## config.mk

```make
export PLATFORM = sky130hd
export DESIGN_NAME = byte_stream_lexer_flat
export DESIGN_NICKNAME = d
export VERILOG_FILES = /design/src/design/bsl_pkg.sv /design/src/design/bsl_req_if.sv /design/src/design/bsl_rsp_if.sv /design/src/design/byte_stream_lexer.sv /design/src/flat_wrapper.sv
export VERILOG_INCLUDE_DIRS = /design/src /design/src/design
export SDC_FILE = /design/constraint.sdc
export NUM_CORES = 1
export LEC_CHECK = 0
export BUFFER_PORTS_ARGS = -buffer_cell sky130_fd_sc_hd__buf_2
export CAP_MARGIN = 15
export CORE_MARGIN = 4
export CORE_UTILIZATION = 60
export CTS_CLUSTER_DIAMETER = 60
export CTS_CLUSTER_SIZE = 12
export DETAILED_ROUTE_END_ITERATION = 7
export PLACE_DENSITY = 0.78
export SLEW_MARGIN = 20
export SYNTH_ARGS = -nofsm -noshare
export SYNTH_HDL_FRONTEND = slang
export SYNTH_SLANG_ARGS = --single-unit
```

## constraint.sdc

```tcl
create_clock -name clock -period 6.5 [get_ports clock]
set_input_delay 0.325 -clock clock [delete_from_list [all_inputs] [get_ports clock]]
set_output_delay 0.325 -clock clock [all_outputs]
set_load 0.03 [all_outputs]
```

## src/design/byte_stream_lexer_defines.svh

```systemverilog
// Assertion macros used by the lexer design.
`ifndef BYTE_STREAM_LEXER_DEFINES_SVH
`define BYTE_STREAM_LEXER_DEFINES_SVH

`ifndef NO_ASSERTIONS

// Check a property on every rising clock edge outside reset.
`define BSL_ASSERT(name, clk, rst, prop) \
   name: assert property (@(posedge clk) disable iff (rst) (prop)) \
      else $error("lexer check failed");

// Check that a condition implies a consequence in the next cycle.
`define BSL_ASSERT_NEXT(name, clk, rst, ante, cons) \
   name: assert property (@(posedge clk) disable iff (rst) (ante) |=> (cons)) \
      else $error("lexer sequencing check failed");

`else

`define BSL_ASSERT(name, clk, rst, prop)
`define BSL_ASSERT_NEXT(name, clk, rst, ante, cons)

`endif

`endif

```

## src/design/bsl_pkg.sv

```systemverilog
// Types and constants of the byte stream lexer.
`timescale 1ns / 1ps
package bsl_pkg;

   // Token kinds
   localparam logic [4:0] TOK_ID      = 5'd0;
   localparam logic [4:0] TOK_INT     = 5'd1;
   localparam logic [4:0] TOK_PRINT   = 5'd2;
   localparam logic [4:0] TOK_IF      = 5'd3;
   localparam logic [4:0] TOK_WHILE   = 5'd4;
   localparam logic [4:0] TOK_NUM     = 5'd5;
   localparam logic [4:0] TOK_EQ      = 5'd6;
   localparam logic [4:0] TOK_PLUS    = 5'd7;
   localparam logic [4:0] TOK_MINUS   = 5'd8;
   localparam logic [4:0] TOK_STAR    = 5'd9;
   localparam logic [4:0] TOK_SLASH   = 5'd10;
   localparam logic [4:0] TOK_ASSIGN  = 5'd11;
   localparam logic [4:0] TOK_SEMI    = 5'd12;
   localparam logic [4:0] TOK_LPAREN  = 5'd13;
   localparam logic [4:0] TOK_RPAREN  = 5'd14;
   localparam logic [4:0] TOK_LBRACE  = 5'd15;
   localparam logic [4:0] TOK_RBRACE  = 5'd16;
   localparam logic [4:0] TOK_INVALID = 5'd17;
   localparam logic [4:0] TOK_EOF     = 5'd18;

   // Input item kinds
   localparam logic ITEM_BYTE = 1'b0;
   localparam logic ITEM_END  = 1'b1;

   // Characters
   localparam logic [7:0] CH_NL     = 8'h0A;
   localparam logic [7:0] CH_TAB    = 8'h09;
   localparam logic [7:0] CH_VT     = 8'h0B;
   localparam logic [7:0] CH_FF     = 8'h0C;
   localparam logic [7:0] CH_CR     = 8'h0D;
   localparam logic [7:0] CH_SPACE  = 8'h20;
   localparam logic [7:0] CH_PLUS   = 8'h2B;
   localparam logic [7:0] CH_MINUS  = 8'h2D;
   localparam logic [7:0] CH_STAR   = 8'h2A;
   localparam logic [7:0] CH_SLASH  = 8'h2F;
   localparam logic [7:0] CH_EQUAL  = 8'h3D;
   localparam logic [7:0] CH_SEMI   = 8'h3B;
   localparam logic [7:0] CH_LPAREN = 8'h28;
   localparam logic [7:0] CH_RPAREN = 8'h29;
   localparam logic [7:0] CH_LBRACE = 8'h7B;
   localparam logic [7:0] CH_RBRACE = 8'h7D;

   // Keywords, packed first byte most significant
   localparam logic [39:0] KW_INT   = 40'h00_0069_6E74;
   localparam logic [39:0] KW_PRINT = 40'h70_7269_6E74;
   localparam logic [39:0] KW_IF    = 40'h00_0000_6966;
   localparam logic [39:0] KW_WHILE = 40'h77_6869_6C65;

   typedef enum logic [3:0] {
      MODE_IDLE = 4'b0001,
      MODE_WORD = 4'b0010,
      MODE_NUM  = 4'b0100,
      MODE_EQ   = 4'b1000
   } scan_mode_type;

   typedef struct packed {
      logic [4:0]  token_kind;
      logic [15:0] line_number;
      logic [15:0] start_column;
      logic [15:0] lexeme_length;
      logic [7:0]  token_byte;
      logic        last;
   } token_type;

endpackage

```

## src/design/bsl_req_if.sv

```systemverilog
// Input channel of the lexer: one source byte or end of input per transaction.
`timescale 1ns / 1ps
interface bsl_req_if;
   logic       valid;
   logic       ready;
   logic       kind;
   logic [7:0] char_byte;

   modport source (output valid, output kind, output char_byte, input ready);
   modport sink   (input valid, input kind, input char_byte, output ready);
endinterface

```

## src/design/bsl_rsp_if.sv

```systemverilog
// Result channel of the lexer: one token per transaction.
`timescale 1ns / 1ps
interface bsl_rsp_if;
   logic        valid;
   logic        ready;
   logic [4:0]  token_kind;
   logic [15:0] line_number;
   logic [15:0] start_column;
   logic [15:0] lexeme_length;
   logic [7:0]  token_byte;
   logic        last;

   modport source (output valid, output token_kind, output line_number,
                   output start_column, output lexeme_length, output token_byte,
                   output last, input ready);
   modport sink   (input valid, input token_kind, input line_number,
                   input start_column, input lexeme_length, input token_byte,
                   input last, output ready);
endinterface

```

## src/design/byte_stream_lexer.sv

```systemverilog
// Byte stream lexer: turns a stream of source bytes into tokens.
// Usage:
//  - req_chan carries one source byte (kind 0) or an end-of-input marker (kind 1)
//    per transaction. rsp_chan carries one token per transaction; last marks
//    the final token caused by a request.
//  - A request is evaluated in the cycle it is accepted and its tokens land in
//    a three-entry registered result queue whose head drives rsp_chan.
//  - A byte yields zero, one or two tokens. Throughput is one request per cycle
//    while each request gives at most one token and the receiver does not stall;
//    when requests give two tokens, ready drops between them, set by the single
//    result port draining the queue one token per cycle.
//  - req_chan.ready comes from reset and the queue fill count: it is high out of
//    reset while at most one token waits, so a new request is taken while an
//    earlier token is still held for the receiver.
//  - When the receiver stalls, tokens hold in the queue and ready drops once two
//    or more are waiting; nothing is dropped or reordered.
//  - End of input flushes the pending token, emits EOF with the number of lines
//    read, and returns the scanner to its reset state.
//  - Synchronous reset empties the queue and clears all scanner counters.
//  - Counters saturate at 2^COUNTER_BITS-1; output fields saturate at 65535.
`timescale 1ns / 1ps
`include "byte_stream_lexer_defines.svh"
module byte_stream_lexer #(
   parameter int COUNTER_BITS = 16
) (
   input logic         clock,
   input logic         reset,
   bsl_req_if.sink     req_chan,
   bsl_rsp_if.source   rsp_chan
);

   localparam int QDEPTH = 3;

   // Scanner state
   bsl_pkg::scan_mode_type    mode_ff, mode_in;
   logic [39:0]               prefix_ff, prefix_in;
   logic [COUNTER_BITS-1:0]   tlen_ff, tlen_in;
   logic [COUNTER_BITS-1:0]   tcol_ff, tcol_in;
   logic [COUNTER_BITS-1:0]   ccol_ff, ccol_in;
   logic [COUNTER_BITS-1:0]   lines_ff, lines_in;
   logic                      content_ff, content_in;

   // Result queue, head at entry 0
   bsl_pkg::token_type        queue_ff [QDEPTH];
   bsl_pkg::token_type        queue_in [QDEPTH];
   logic [1:0]                count_ff, count_in;

   logic                      accept;
   logic                      pop;
   logic [1:0]                push_cnt;
   logic [1:0]                base;
   bsl_pkg::token_type        tok_a, tok_b;
   logic                      emit_a, emit_b;

   function automatic logic [COUNTER_BITS-1:0] sat_inc(input logic [COUNTER_BITS-1:0] v);
      return (&v) ? v : v + 1'b1;
   endfunction

   function automatic logic [15:0] clip16(input logic [COUNTER_BITS-1:0] v);
      logic [COUNTER_BITS+15:0] wide;
      wide = {16'b0, v};
      if (wide[COUNTER_BITS+15:16] != '0) return 16'hFFFF;
      return wide[15:0];
   endfunction

   function automatic logic is_letter(input logic [7:0] b);
      return (b >= 8'd65 && b <= 8'd90) || (b >= 8'd97 && b <= 8'd122);
   endfunction

   function automatic logic is_digit(input logic [7:0] b);
      return b >= 8'd48 && b <= 8'd57;
   endfunction

   function automatic logic [4:0] op_kind(input logic [7:0] b);
      logic [4:0] k;
      case (b)
         bsl_pkg::CH_PLUS:   k = bsl_pkg::TOK_PLUS;
         bsl_pkg::CH_MINUS:  k = bsl_pkg::TOK_MINUS;
         bsl_pkg::CH_STAR:   k = bsl_pkg::TOK_STAR;
         bsl_pkg::CH_SLASH:  k = bsl_pkg::TOK_SLASH;
         bsl_pkg::CH_EQUAL:  k = bsl_pkg::TOK_ASSIGN;
         bsl_pkg::CH_SEMI:   k = bsl_pkg::TOK_SEMI;
         bsl_pkg::CH_LPAREN: k = bsl_pkg::TOK_LPAREN;
         bsl_pkg::CH_RPAREN: k = bsl_pkg::TOK_RPAREN;
         bsl_pkg::CH_LBRACE: k = bsl_pkg::TOK_LBRACE;
         bsl_pkg::CH_RBRACE: k = bsl_pkg::TOK_RBRACE;
         default:            k = bsl_pkg::TOK_INVALID;
      endcase
      return k;
   endfunction

   // Keyword match on the packed word prefix
   function automatic logic [4:0] word_kind(input logic [39:0] pre,
                                            input logic [COUNTER_BITS-1:0] len);
      if (len == COUNTER_BITS'(3) && pre == bsl_pkg::KW_INT)   return bsl_pkg::TOK_INT;
      if (len == COUNTER_BITS'(5) && pre == bsl_pkg::KW_PRINT) return bsl_pkg::TOK_PRINT;
      if (len == COUNTER_BITS'(2) && pre == bsl_pkg::KW_IF)    return bsl_pkg::TOK_IF;
      if (len == COUNTER_BITS'(5) && pre == bsl_pkg::KW_WHILE) return bsl_pkg::TOK_WHILE;
      return bsl_pkg::TOK_ID;
   endfunction

   // Ready depends only on reset and the fill count: room for two more tokens
   assign req_chan.ready = !reset && (count_ff <= 2'd1);
   assign accept         = req_chan.valid && req_chan.ready;
   assign rsp_chan.valid = (count_ff != 2'd0);
   assign pop            = rsp_chan.valid && rsp_chan.ready;

   assign rsp_chan.token_kind    = queue_ff[0].token_kind;
   assign rsp_chan.line_number   = queue_ff[0].line_number;
   assign rsp_chan.start_column  = queue_ff[0].start_column;
   assign rsp_chan.lexeme_length = queue_ff[0].lexeme_length;
   assign rsp_chan.token_byte    = queue_ff[0].token_byte;
   assign rsp_chan.last          = queue_ff[0].last;

   // Scanner: evaluate one request against the current state.
   // tok_a is the flushed pending token, tok_b the token of the byte itself.
   always_comb begin
      logic [7:0]              b;
      logic [COUNTER_BITS-1:0] line1;
      logic                    alnum;
      logic                    flush_ok;
      bsl_pkg::token_type      flush_tok;

      b     = req_chan.char_byte;
      line1 = sat_inc(lines_ff);
      alnum = is_letter(b) || is_digit(b);

      // Pending token as it would be flushed
      flush_tok = '0;
      flush_tok.line_number  = clip16(line1);
      flush_tok.start_column = clip16(tcol_ff);
      flush_ok = 1'b1;
      case (mode_ff)
         bsl_pkg::MODE_WORD: begin
            flush_tok.token_kind    = word_kind(prefix_ff, tlen_ff);
            flush_tok.lexeme_length = clip16(tlen_ff);
         end
         bsl_pkg::MODE_NUM: begin
            flush_tok.token_kind    = bsl_pkg::TOK_NUM;
            flush_tok.lexeme_length = clip16(tlen_ff);
         end
         bsl_pkg::MODE_EQ: begin
            flush_tok.token_kind    = bsl_pkg::TOK_ASSIGN;
            flush_tok.lexeme_length = 16'd1;
            flush_tok.token_byte    = bsl_pkg::CH_EQUAL;
         end
         default: flush_ok = 1'b0;
      endcase

      mode_in    = mode_ff;
      prefix_in  = prefix_ff;
      tlen_in    = tlen_ff;
      tcol_in    = tcol_ff;
      ccol_in    = ccol_ff;
      lines_in   = lines_ff;
      content_in = content_ff;
      tok_a      = flush_tok;
      tok_b      = '0;
      emit_a     = 1'b0;
      emit_b     = 1'b0;

      if (req_chan.kind == bsl_pkg::ITEM_END) begin
         // Flush, report lines read, then return to reset state
         emit_a            = flush_ok;
         emit_b            = 1'b1;
         tok_b.token_kind  = bsl_pkg::TOK_EOF;
         tok_b.line_number = clip16(content_ff ? line1 : lines_ff);
         mode_in    = bsl_pkg::MODE_IDLE;
         prefix_in  = '0;
         tlen_in    = '0;
         tcol_in    = '0;
         ccol_in    = '0;
         lines_in   = '0;
         content_in = 1'b0;
      end else if (b == bsl_pkg::CH_NL) begin
         emit_a     = flush_ok;
         mode_in    = bsl_pkg::MODE_IDLE;
         lines_in   = line1;
         ccol_in    = '0;
         content_in = 1'b0;
      end else begin
         content_in = 1'b1;
         ccol_in    = sat_inc(ccol_ff);
         if (mode_ff == bsl_pkg::MODE_WORD && alnum) begin
            if (tlen_ff < COUNTER_BITS'(5)) prefix_in = {prefix_ff[31:0], b};
            tlen_in = sat_inc(tlen_ff);
         end else if (mode_ff == bsl_pkg::MODE_NUM && is_digit(b)) begin
            tlen_in = sat_inc(tlen_ff);
         end else if (mode_ff == bsl_pkg::MODE_EQ && b == bsl_pkg::CH_EQUAL) begin
            emit_b              = 1'b1;
            tok_b.token_kind    = bsl_pkg::TOK_EQ;
            tok_b.line_number   = clip16(line1);
            tok_b.start_column  = clip16(tcol_ff);
            tok_b.lexeme_length = 16'd2;
            mode_in             = bsl_pkg::MODE_IDLE;
         end else begin
            emit_a  = flush_ok;
            mode_in = bsl_pkg::MODE_IDLE;
            if (b inside {bsl_pkg::CH_TAB, bsl_pkg::CH_VT, bsl_pkg::CH_FF,
                          bsl_pkg::CH_CR, bsl_pkg::CH_SPACE}) begin
               // skip whitespace
            end else if (alnum || b == bsl_pkg::CH_EQUAL) begin
               if (is_letter(b))     mode_in = bsl_pkg::MODE_WORD;
               else if (is_digit(b)) mode_in = bsl_pkg::MODE_NUM;
               else                  mode_in = bsl_pkg::MODE_EQ;
               prefix_in = {32'b0, b};
               tlen_in   = COUNTER_BITS'(1);
               tcol_in   = ccol_ff;
            end else begin
               emit_b              = 1'b1;
               tok_b.token_kind    = op_kind(b);
               tok_b.line_number   = clip16(line1);
               tok_b.start_column  = clip16(ccol_ff);
               tok_b.lexeme_length = 16'd1;
               tok_b.token_byte    = b;
            end
         end
      end

      // Mark the final token of this request
      if (emit_b) tok_b.last = 1'b1;
      else        tok_a.last = 1'b1;
   end

   // Queue update: drop the head on a pop, then append the new tokens
   always_comb begin
      bsl_pkg::token_type shifted [QDEPTH];
      bsl_pkg::token_type first_tok;
      logic [1:0]         n;

      n         = accept ? (2'(emit_a) + 2'(emit_b)) : 2'd0;
      first_tok = emit_a ? tok_a : tok_b;
      push_cnt  = n;
      base      = count_ff - 2'(pop);

      for (int i = 0; i < QDEPTH; i++) begin
         if (pop && i < QDEPTH - 1) shifted[i] = queue_ff[i + 1];
         else                       shifted[i] = queue_ff[i];
      end

      for (int i = 0; i < QDEPTH; i++) begin
         queue_in[i] = shifted[i];
         if (n != 2'd0 && base == 2'(i))          queue_in[i] = first_tok;
         if (n == 2'd2 && base + 2'd1 == 2'(i))   queue_in[i] = tok_b;
      end

      count_in = base + n;
   end

   always_ff @(posedge clock) begin
      if (reset) begin
         mode_ff    <= bsl_pkg::MODE_IDLE;
         prefix_ff  <= '0;
         tlen_ff    <= '0;
         tcol_ff    <= '0;
         ccol_ff    <= '0;
         lines_ff   <= '0;
         content_ff <= 1'b0;
         count_ff   <= 2'd0;
      end else begin
         if (accept) begin
            mode_ff    <= mode_in;
            prefix_ff  <= prefix_in;
            tlen_ff    <= tlen_in;
            tcol_ff    <= tcol_in;
            ccol_ff    <= ccol_in;
            lines_ff   <= lines_in;
            content_ff <= content_in;
         end
         count_ff <= count_in;
      end
   end

   // Token payload needs no reset
   always_ff @(posedge clock) begin
      for (int i = 0; i < QDEPTH; i++) queue_ff[i] <= queue_in[i];
   end

   // Queue fill count tracks pops and pushes exactly
   `BSL_ASSERT_NEXT(a_count_track, clock, reset, 1'b1, count_ff == $past(count_ff - 2'(pop) + push_cnt))
   // A pending token only exists on a line that has content
   `BSL_ASSERT(a_pending_has_content, clock, reset, mode_ff == bsl_pkg::MODE_IDLE || content_ff)
   // Word and number tokens are never empty
   `BSL_ASSERT(a_pending_len, clock, reset, !(mode_ff == bsl_pkg::MODE_WORD || mode_ff == bsl_pkg::MODE_NUM) || tlen_ff != '0)
   // End of input returns the scanner to its reset state
   `BSL_ASSERT_NEXT(a_eof_clears, clock, reset, accept && req_chan.kind == bsl_pkg::ITEM_END, mode_ff == bsl_pkg::MODE_IDLE && lines_ff == '0 && ccol_ff == '0)

endmodule
```

## src/flat_wrapper.sv

```systemverilog
// flat-port wrapper written by rule: the top's interface ports become plain ports
module byte_stream_lexer_flat 
#(
   parameter int COUNTER_BITS = 16
)
  (clock, reset, req_chan_valid, req_chan_kind, req_chan_char_byte, req_chan_ready, rsp_chan_valid, rsp_chan_token_kind, rsp_chan_line_number, rsp_chan_start_column, rsp_chan_lexeme_length, rsp_chan_token_byte, rsp_chan_last, rsp_chan_ready);
  bsl_req_if req_chan_i ();
  bsl_rsp_if rsp_chan_i ();
  input logic clock;
  input logic reset;
  input wire logic [$bits(req_chan_i.valid)-1:0] req_chan_valid;
  input wire logic [$bits(req_chan_i.kind)-1:0] req_chan_kind;
  input wire logic [$bits(req_chan_i.char_byte)-1:0] req_chan_char_byte;
  output wire logic [$bits(req_chan_i.ready)-1:0] req_chan_ready;
  output wire logic [$bits(rsp_chan_i.valid)-1:0] rsp_chan_valid;
  output wire logic [$bits(rsp_chan_i.token_kind)-1:0] rsp_chan_token_kind;
  output wire logic [$bits(rsp_chan_i.line_number)-1:0] rsp_chan_line_number;
  output wire logic [$bits(rsp_chan_i.start_column)-1:0] rsp_chan_start_column;
  output wire logic [$bits(rsp_chan_i.lexeme_length)-1:0] rsp_chan_lexeme_length;
  output wire logic [$bits(rsp_chan_i.token_byte)-1:0] rsp_chan_token_byte;
  output wire logic [$bits(rsp_chan_i.last)-1:0] rsp_chan_last;
  input wire logic [$bits(rsp_chan_i.ready)-1:0] rsp_chan_ready;
  assign req_chan_i.valid = req_chan_valid;
  assign req_chan_i.kind = req_chan_kind;
  assign req_chan_i.char_byte = req_chan_char_byte;
  assign req_chan_ready = req_chan_i.ready;
  assign rsp_chan_valid = rsp_chan_i.valid;
  assign rsp_chan_token_kind = rsp_chan_i.token_kind;
  assign rsp_chan_line_number = rsp_chan_i.line_number;
  assign rsp_chan_start_column = rsp_chan_i.start_column;
  assign rsp_chan_lexeme_length = rsp_chan_i.lexeme_length;
  assign rsp_chan_token_byte = rsp_chan_i.token_byte;
  assign rsp_chan_last = rsp_chan_i.last;
  assign rsp_chan_i.ready = rsp_chan_ready;
  byte_stream_lexer #(.COUNTER_BITS(COUNTER_BITS)) u_core (.clock(clock), .reset(reset), .req_chan(req_chan_i), .rsp_chan(rsp_chan_i));
endmodule
```

# --- Yosys cells after proc, flatten, opt, wreduce, memory -nomap -nowiden ---
# Memories as Yosys holds them, arrays and structs flattened.
# Index checks and enable logic that the tools add are counted.
op_classes:
  add_sub_neg: 7
  order_cmp: 8
  eq_ne: 45
  mux: 107
  n_reduce_logical: 43
ops:
  columns: ["cell", "n"]
  rows:
  - ["two-way mux 61 bit", 10]
  - ["two-way mux 62 bit", 9]
  - ["two-way mux 40 bit", 9]
  - ["two-way mux 16 bit", 22]
  - ["== test 40 x 39 -> 1 bit, second input constant", 2]
  - ["== test 8 x 6 -> 1 bit, second input constant", 9]
  - ["two-way mux 53 bit", 1]
  - ["case mux 5 bit (10 select lines)", 1]
  - ["adder 16 x 1 -> 16 bit, second input constant", 3]
  - ["AND reduction 16 bit", 3]
  - ["two-way mux 5 bit", 9]
  - ["== test 40 x 15 -> 1 bit, second input constant", 1]
  - ["== test 40 x 23 -> 1 bit, second input constant", 1]
  - ["== test 8 x 4 -> 1 bit, second input constant", 5]
  - ["two-way mux 4 bit", 9]
  - ["== test 16 x 2 -> 1 bit, second input constant", 2]
  - ["case mux 16 bit (2 select lines)", 1]
  - ["two-way mux 1 bit", 31]
  - ["two-way mux 21 bit", 1]
  - ["logical AND 1 bit", 19]
  - ["!= test 3 x 2 -> 1 bit, second input constant", 6]
  - ["== test 16 x 3 -> 1 bit, second input constant", 1]
  - ["== test 8 x 7 -> 1 bit, second input constant", 2]
  - [">= comparator 8 x 7 -> 1 bit, second input constant", 2]
  - ["34 further kinds", 51]
word_totals:
  regBits: 111
  ram_bits: 186
  in_bits: 13
  output_inout_bits: 64
  memories: 1
mem_list:
  columns: ["memory", "depth", "word_bits", "rd", "rd_clocked_by_memory_dff", "wr", "line_no", "text"]
  rows:
  - ["u_core.queue_ff", 3, 62, 3, 0, 3, "byte_stream_lexer.sv:44", "bsl_pkg::token_type queue_ff [QDEPTH];"]

# --- Depth between registers and ports, before layout ---
logic_depth:
  ltp_word: 21
  depth_mapped: 17

# --- Worst setup path after synthesis ---
# No wires, ideal clock.
synth_timing:
  path_type: "input to register"
  start: "input req_chan_char_byte[5]"
  end: "memory u_core.queue_ff[0][100] (netlist bit), enable pin"
  setup_ps: 707
  arrival_time_ps: 4433
  setup_slack_ps: 1360
  cell_stages: 13
  path_buffers: 3
  cell_sequence: "clkbuf_1 or4b_2 o22a_1 o32a_1 a21oi_1 o21ai_2 ha_1 nor2_1 nor2_1 nand2_1 buf_1 clkbuf_1 nand3_1"
synth_rtl:
  columns: ["item", "line_no", "text"]
  rows:
  - ["from (decl)", "flat_wrapper.sv:13", "input wire logic [$bits(req_chan_i.char_byte)-1:0] req_chan_char_byte;"]
  - ["to (decl)", "byte_stream_lexer.sv:44", null]

==> summary.txt <==
Outcome: completed
Crit end category: register
Routed Antenna Nets: 0
Worst hold path type: input pin to register
Crit path buffers/inverters: 3
Mean Syn Cell Area: 9.13 sq um
TritonCTS clock tree: built
Initial DRT Pass Iterations: 6
Vias in the first global route: 12200
Core ar.: 0.0255 sq mm
Worst EP required: 6750 ps
Die X: 170 um
Max frequency: 192 MHz
Setup TNS: 0 ps
Placed Cells incl. Taps: 1940
Max rail drop VDD: 0.286 mV
Top Family by Delay on Critical Path: simple AND/OR/NAND/NOR gates
Mapped Cells: 1716
Synth warn: 0
Startpoint types: register
Die Span Y: 170 um
Multi-input combinational cell area: 0.00724 sq mm
Sequential share of the synthesized area: 0.471
Clock latency on the worst-skew pair: 560 ps
DIE AREA: 0.0288 sq mm
Drt wl/cell: 20.5 um
Layout Cells excl Fill: 1992
Share of layout cells above drive strength 1: 0.119
Vias per inst: 6.77
Crit-path max FO: 30
Reg clk slew, reported paths: 60 ps
Num CTS Buffers: 30
Dominant synthesized flop cell: dfxtp_1
Critical path, cell by cell: or4b_1 -> nor4_4 -> a21oi_1 -> o21ai_2 -> ha_1 -> nor2_1 -> nor2_1 -> and3_1 -> nor2_1 -> buf_4 -> inv_2 -> buf_4
Post-Syn Area: 0.0157 sq mm
Via Count: 13500
Clk root buf: clkbuf_16
P per Cell Area: 317 mW/mm^2
Largest net degree at the start of global routing: 86
Cts hold-fix bufs: 0
Final min period: 5200 ps
Drt initial violations: 1699
H-Tree Depth: 1
Crit path DAT: 5450 ps
Slowest-stage cell, CP: and3_1
Final Slew Violations: 0
Worst path most repeated cell: nor2_1
First-pass GRT wire length: 65700 um
HPWL after detailed placement: 27800 um
IO buf count: 76
Setup Buffers After CTS: 0
Final hold violations: 0
Overflow after GRT: 0
Max Clock Skew: 8.53 ps
Relative slew slack: 0.265
# nets final: 1664
Final setup viols: 0
CP Class: register to register
Period utilisation layout: 0.800
Async set-reset flop share out of synthesis: 0
I/O pin count: 77
FP Rows: 58
Post-synth EDFFs: 144
GPL Wtd Cong: 0.960
Initial antenna violation count: 1
Num Clock Sinks: 297
Post-synthesis net count: 1738
Maximum Capacitance Violations: 0
Starting density of the core: 0.615
Bufs on Longest Clock Path: 3
Antenna cells: 0
Leakage: 0.00542 uW
Storage cell area: 0.00739 sq mm
Distinct cells, synth: 82
Area grow syn2layout: 5.66%
Fillers: 2066
CP max stage delay: 900 ps
RSZ-0062 raised after global routing: false
Yosys reg bits: 297
Total track usage: 0.277
DR DRC count: 0
Drt total wl: 40900 um
Slew @ Worst Pin: 1090 ps
Final hold slack: 191 ps
Number of cells upsized or downsized after cts: 0
## layer usage
metal  GRT usage  wire [um]
met1       0.416      17300
met2       0.410      17700
met3      0.0561       4930
met4      0.0735        910
met5           0         12
## state kept, by name (all words and copies together) (netlist names)
| register | cells |
|---|---|
| u_core.tcol_ff | 16 |
| u_core.lines_ff | 16 |
| u_core.queue_ff | 186 |
| u_core.prefix_ff | 40 |
| u_core.count_ff | 2 |
| u_core.tlen_ff | 16 |
| u_core.mode_ff | 4 |
| u_core.ccol_ff | 16 |
| u_core.content_ff | 1 |
## cells in the mapped netlist (all sizes together), types with 7 or more instances
library cell / n / share of area
o21ai: 203 / 0.066
dfxtp: 153 / 0.20
edfxtp: 144 / 0.28
nand2: 134 / 0.032
clkbuf: 110 / 0.026
a21oi: 109 / 0.036
nor2: 103 / 0.025
o22ai: 99 / 0.040
buf: 96 / 0.040
a22oi: 84 / 0.040
nand2b: 47 / 0.019
nand4: 47 / 0.019
nand3: 39 / 0.012
nor3: 39 / 0.016
a22o: 25 / 0.014
and2: 24 / 0.0096
nor4: 18 / 0.0091
xor2: 17 / 0.0095
inv: 15 / 0.0036
nor2b: 12 / 0.0048
or4: 12 / 0.0060
o31ai: 11 / 0.0061
a221oi: 10 / 0.0056
a31oi: 10 / 0.0040
and3: 10 / 0.0040
ha: 9 / 0.0072
a211oi: 8 / 0.0038
a31o: 8 / 0.0045
mux2: 8 / 0.0057
a21o: 7 / 0.0034
o2bb2ai: 7 / 0.0039
xnor2: 7 / 0.0039
## final timing paths
path                            cells past startpoint                               from  slack, ps                                 to
worst min register to register                      2  u_core.prefix_ff[39]$_SDFFE_PP0P_        480  u_core.prefix_ff[39]$_SDFFE_PP0P_
worst min-delay path                                2              req_chan_char_byte[5]        190   u_core.prefix_ff[5]$_SDFFE_PP0P_
worst max-delay path                               12     u_core.mode_ff[0]$_SDFFE_PP1P_       1300  u_core.queue_ff[0][178]$_DFFE_PP_
worst max register to register                     12     u_core.mode_ff[0]$_SDFFE_PP1P_       1300  u_core.queue_ff[0][178]$_DFFE_PP_
## where the power goes
part | internal [uW] | switching, uW
Clock | 909 | 709
Sequential | 2320 | 87.2
Combinational | 343 | 884
Total | 3570 | 1680
## cell type report
cell class,count,share of cell area
inverters,16,0.00363
clock inverters,6,0.00453
multi-input cells,1197,0.437
clock buffers,46,0.0498
repair buffers,100,0.0338
well taps,330,0.0249
flip-flops and latches,297,0.446
## per-stage QoR
| step | util | setup slack [ps] | power (uW) | instance area, sq um |
|---|---|---|---|---|
| after floorplan | - | 1360 | 3500 | 15700 |
| after global placement | 0.614 | 1370 | 3630 | 15600 |
| after detailed placement | 0.614 | 1180 | 3660 | 15700 |
| after CTS | 0.650 | 1300 | 5270 | 16500 |
| after global routing | 0.650 | 1030 | 5490 | 16600 |
| final | 0.650 | 1300 | 5250 | 16600 |
## placed cells by master, fill, tap and decap left out, types with 38 or more instances in the layout
| cell | instances |
|---|---|
| o21ai_0 | 194 |
| dfxtp_1 | 153 |
| edfxtp_1 | 144 |
| nand2_1 | 131 |
| a21oi_1 | 105 |
| nor2_1 | 100 |
| o22ai_1 | 99 |
| a22oi_1 | 84 |
| buf_2 | 76 |
| nand2b_1 | 47 |
| nand4_1 | 47 |
| nand3_1 | 38 |
## worst register-to-register path, cell delays in order, from the launching register on
cell     delay [ps]
dfxtp_1         370
or4b_1          700
nor4_4          530
a21oi_1         190
o21ai_2         410
ha_1            310
nor2_1          120
nor2_1          210
and3_1          900
nor2_1          140
buf_4           250
inv_2           430
buf_4           340
## logic make-up (layout without fill, tap and decap cells)
logic type	Yosys count	after routing	synth area share
buffers and inverters	222	168	0.0706
flip-flops	297	297	0.471
adder cells (fa/ha/maj)	9	9	0.00718
AND/OR/NAND/NOR	525	525	0.177
multiplexers	13	13	0.00894
AO/OA/AOI/OAI	626	626	0.251
XOR/XNOR	24	24	0.0134
Power figures use the tool's default switching activity.
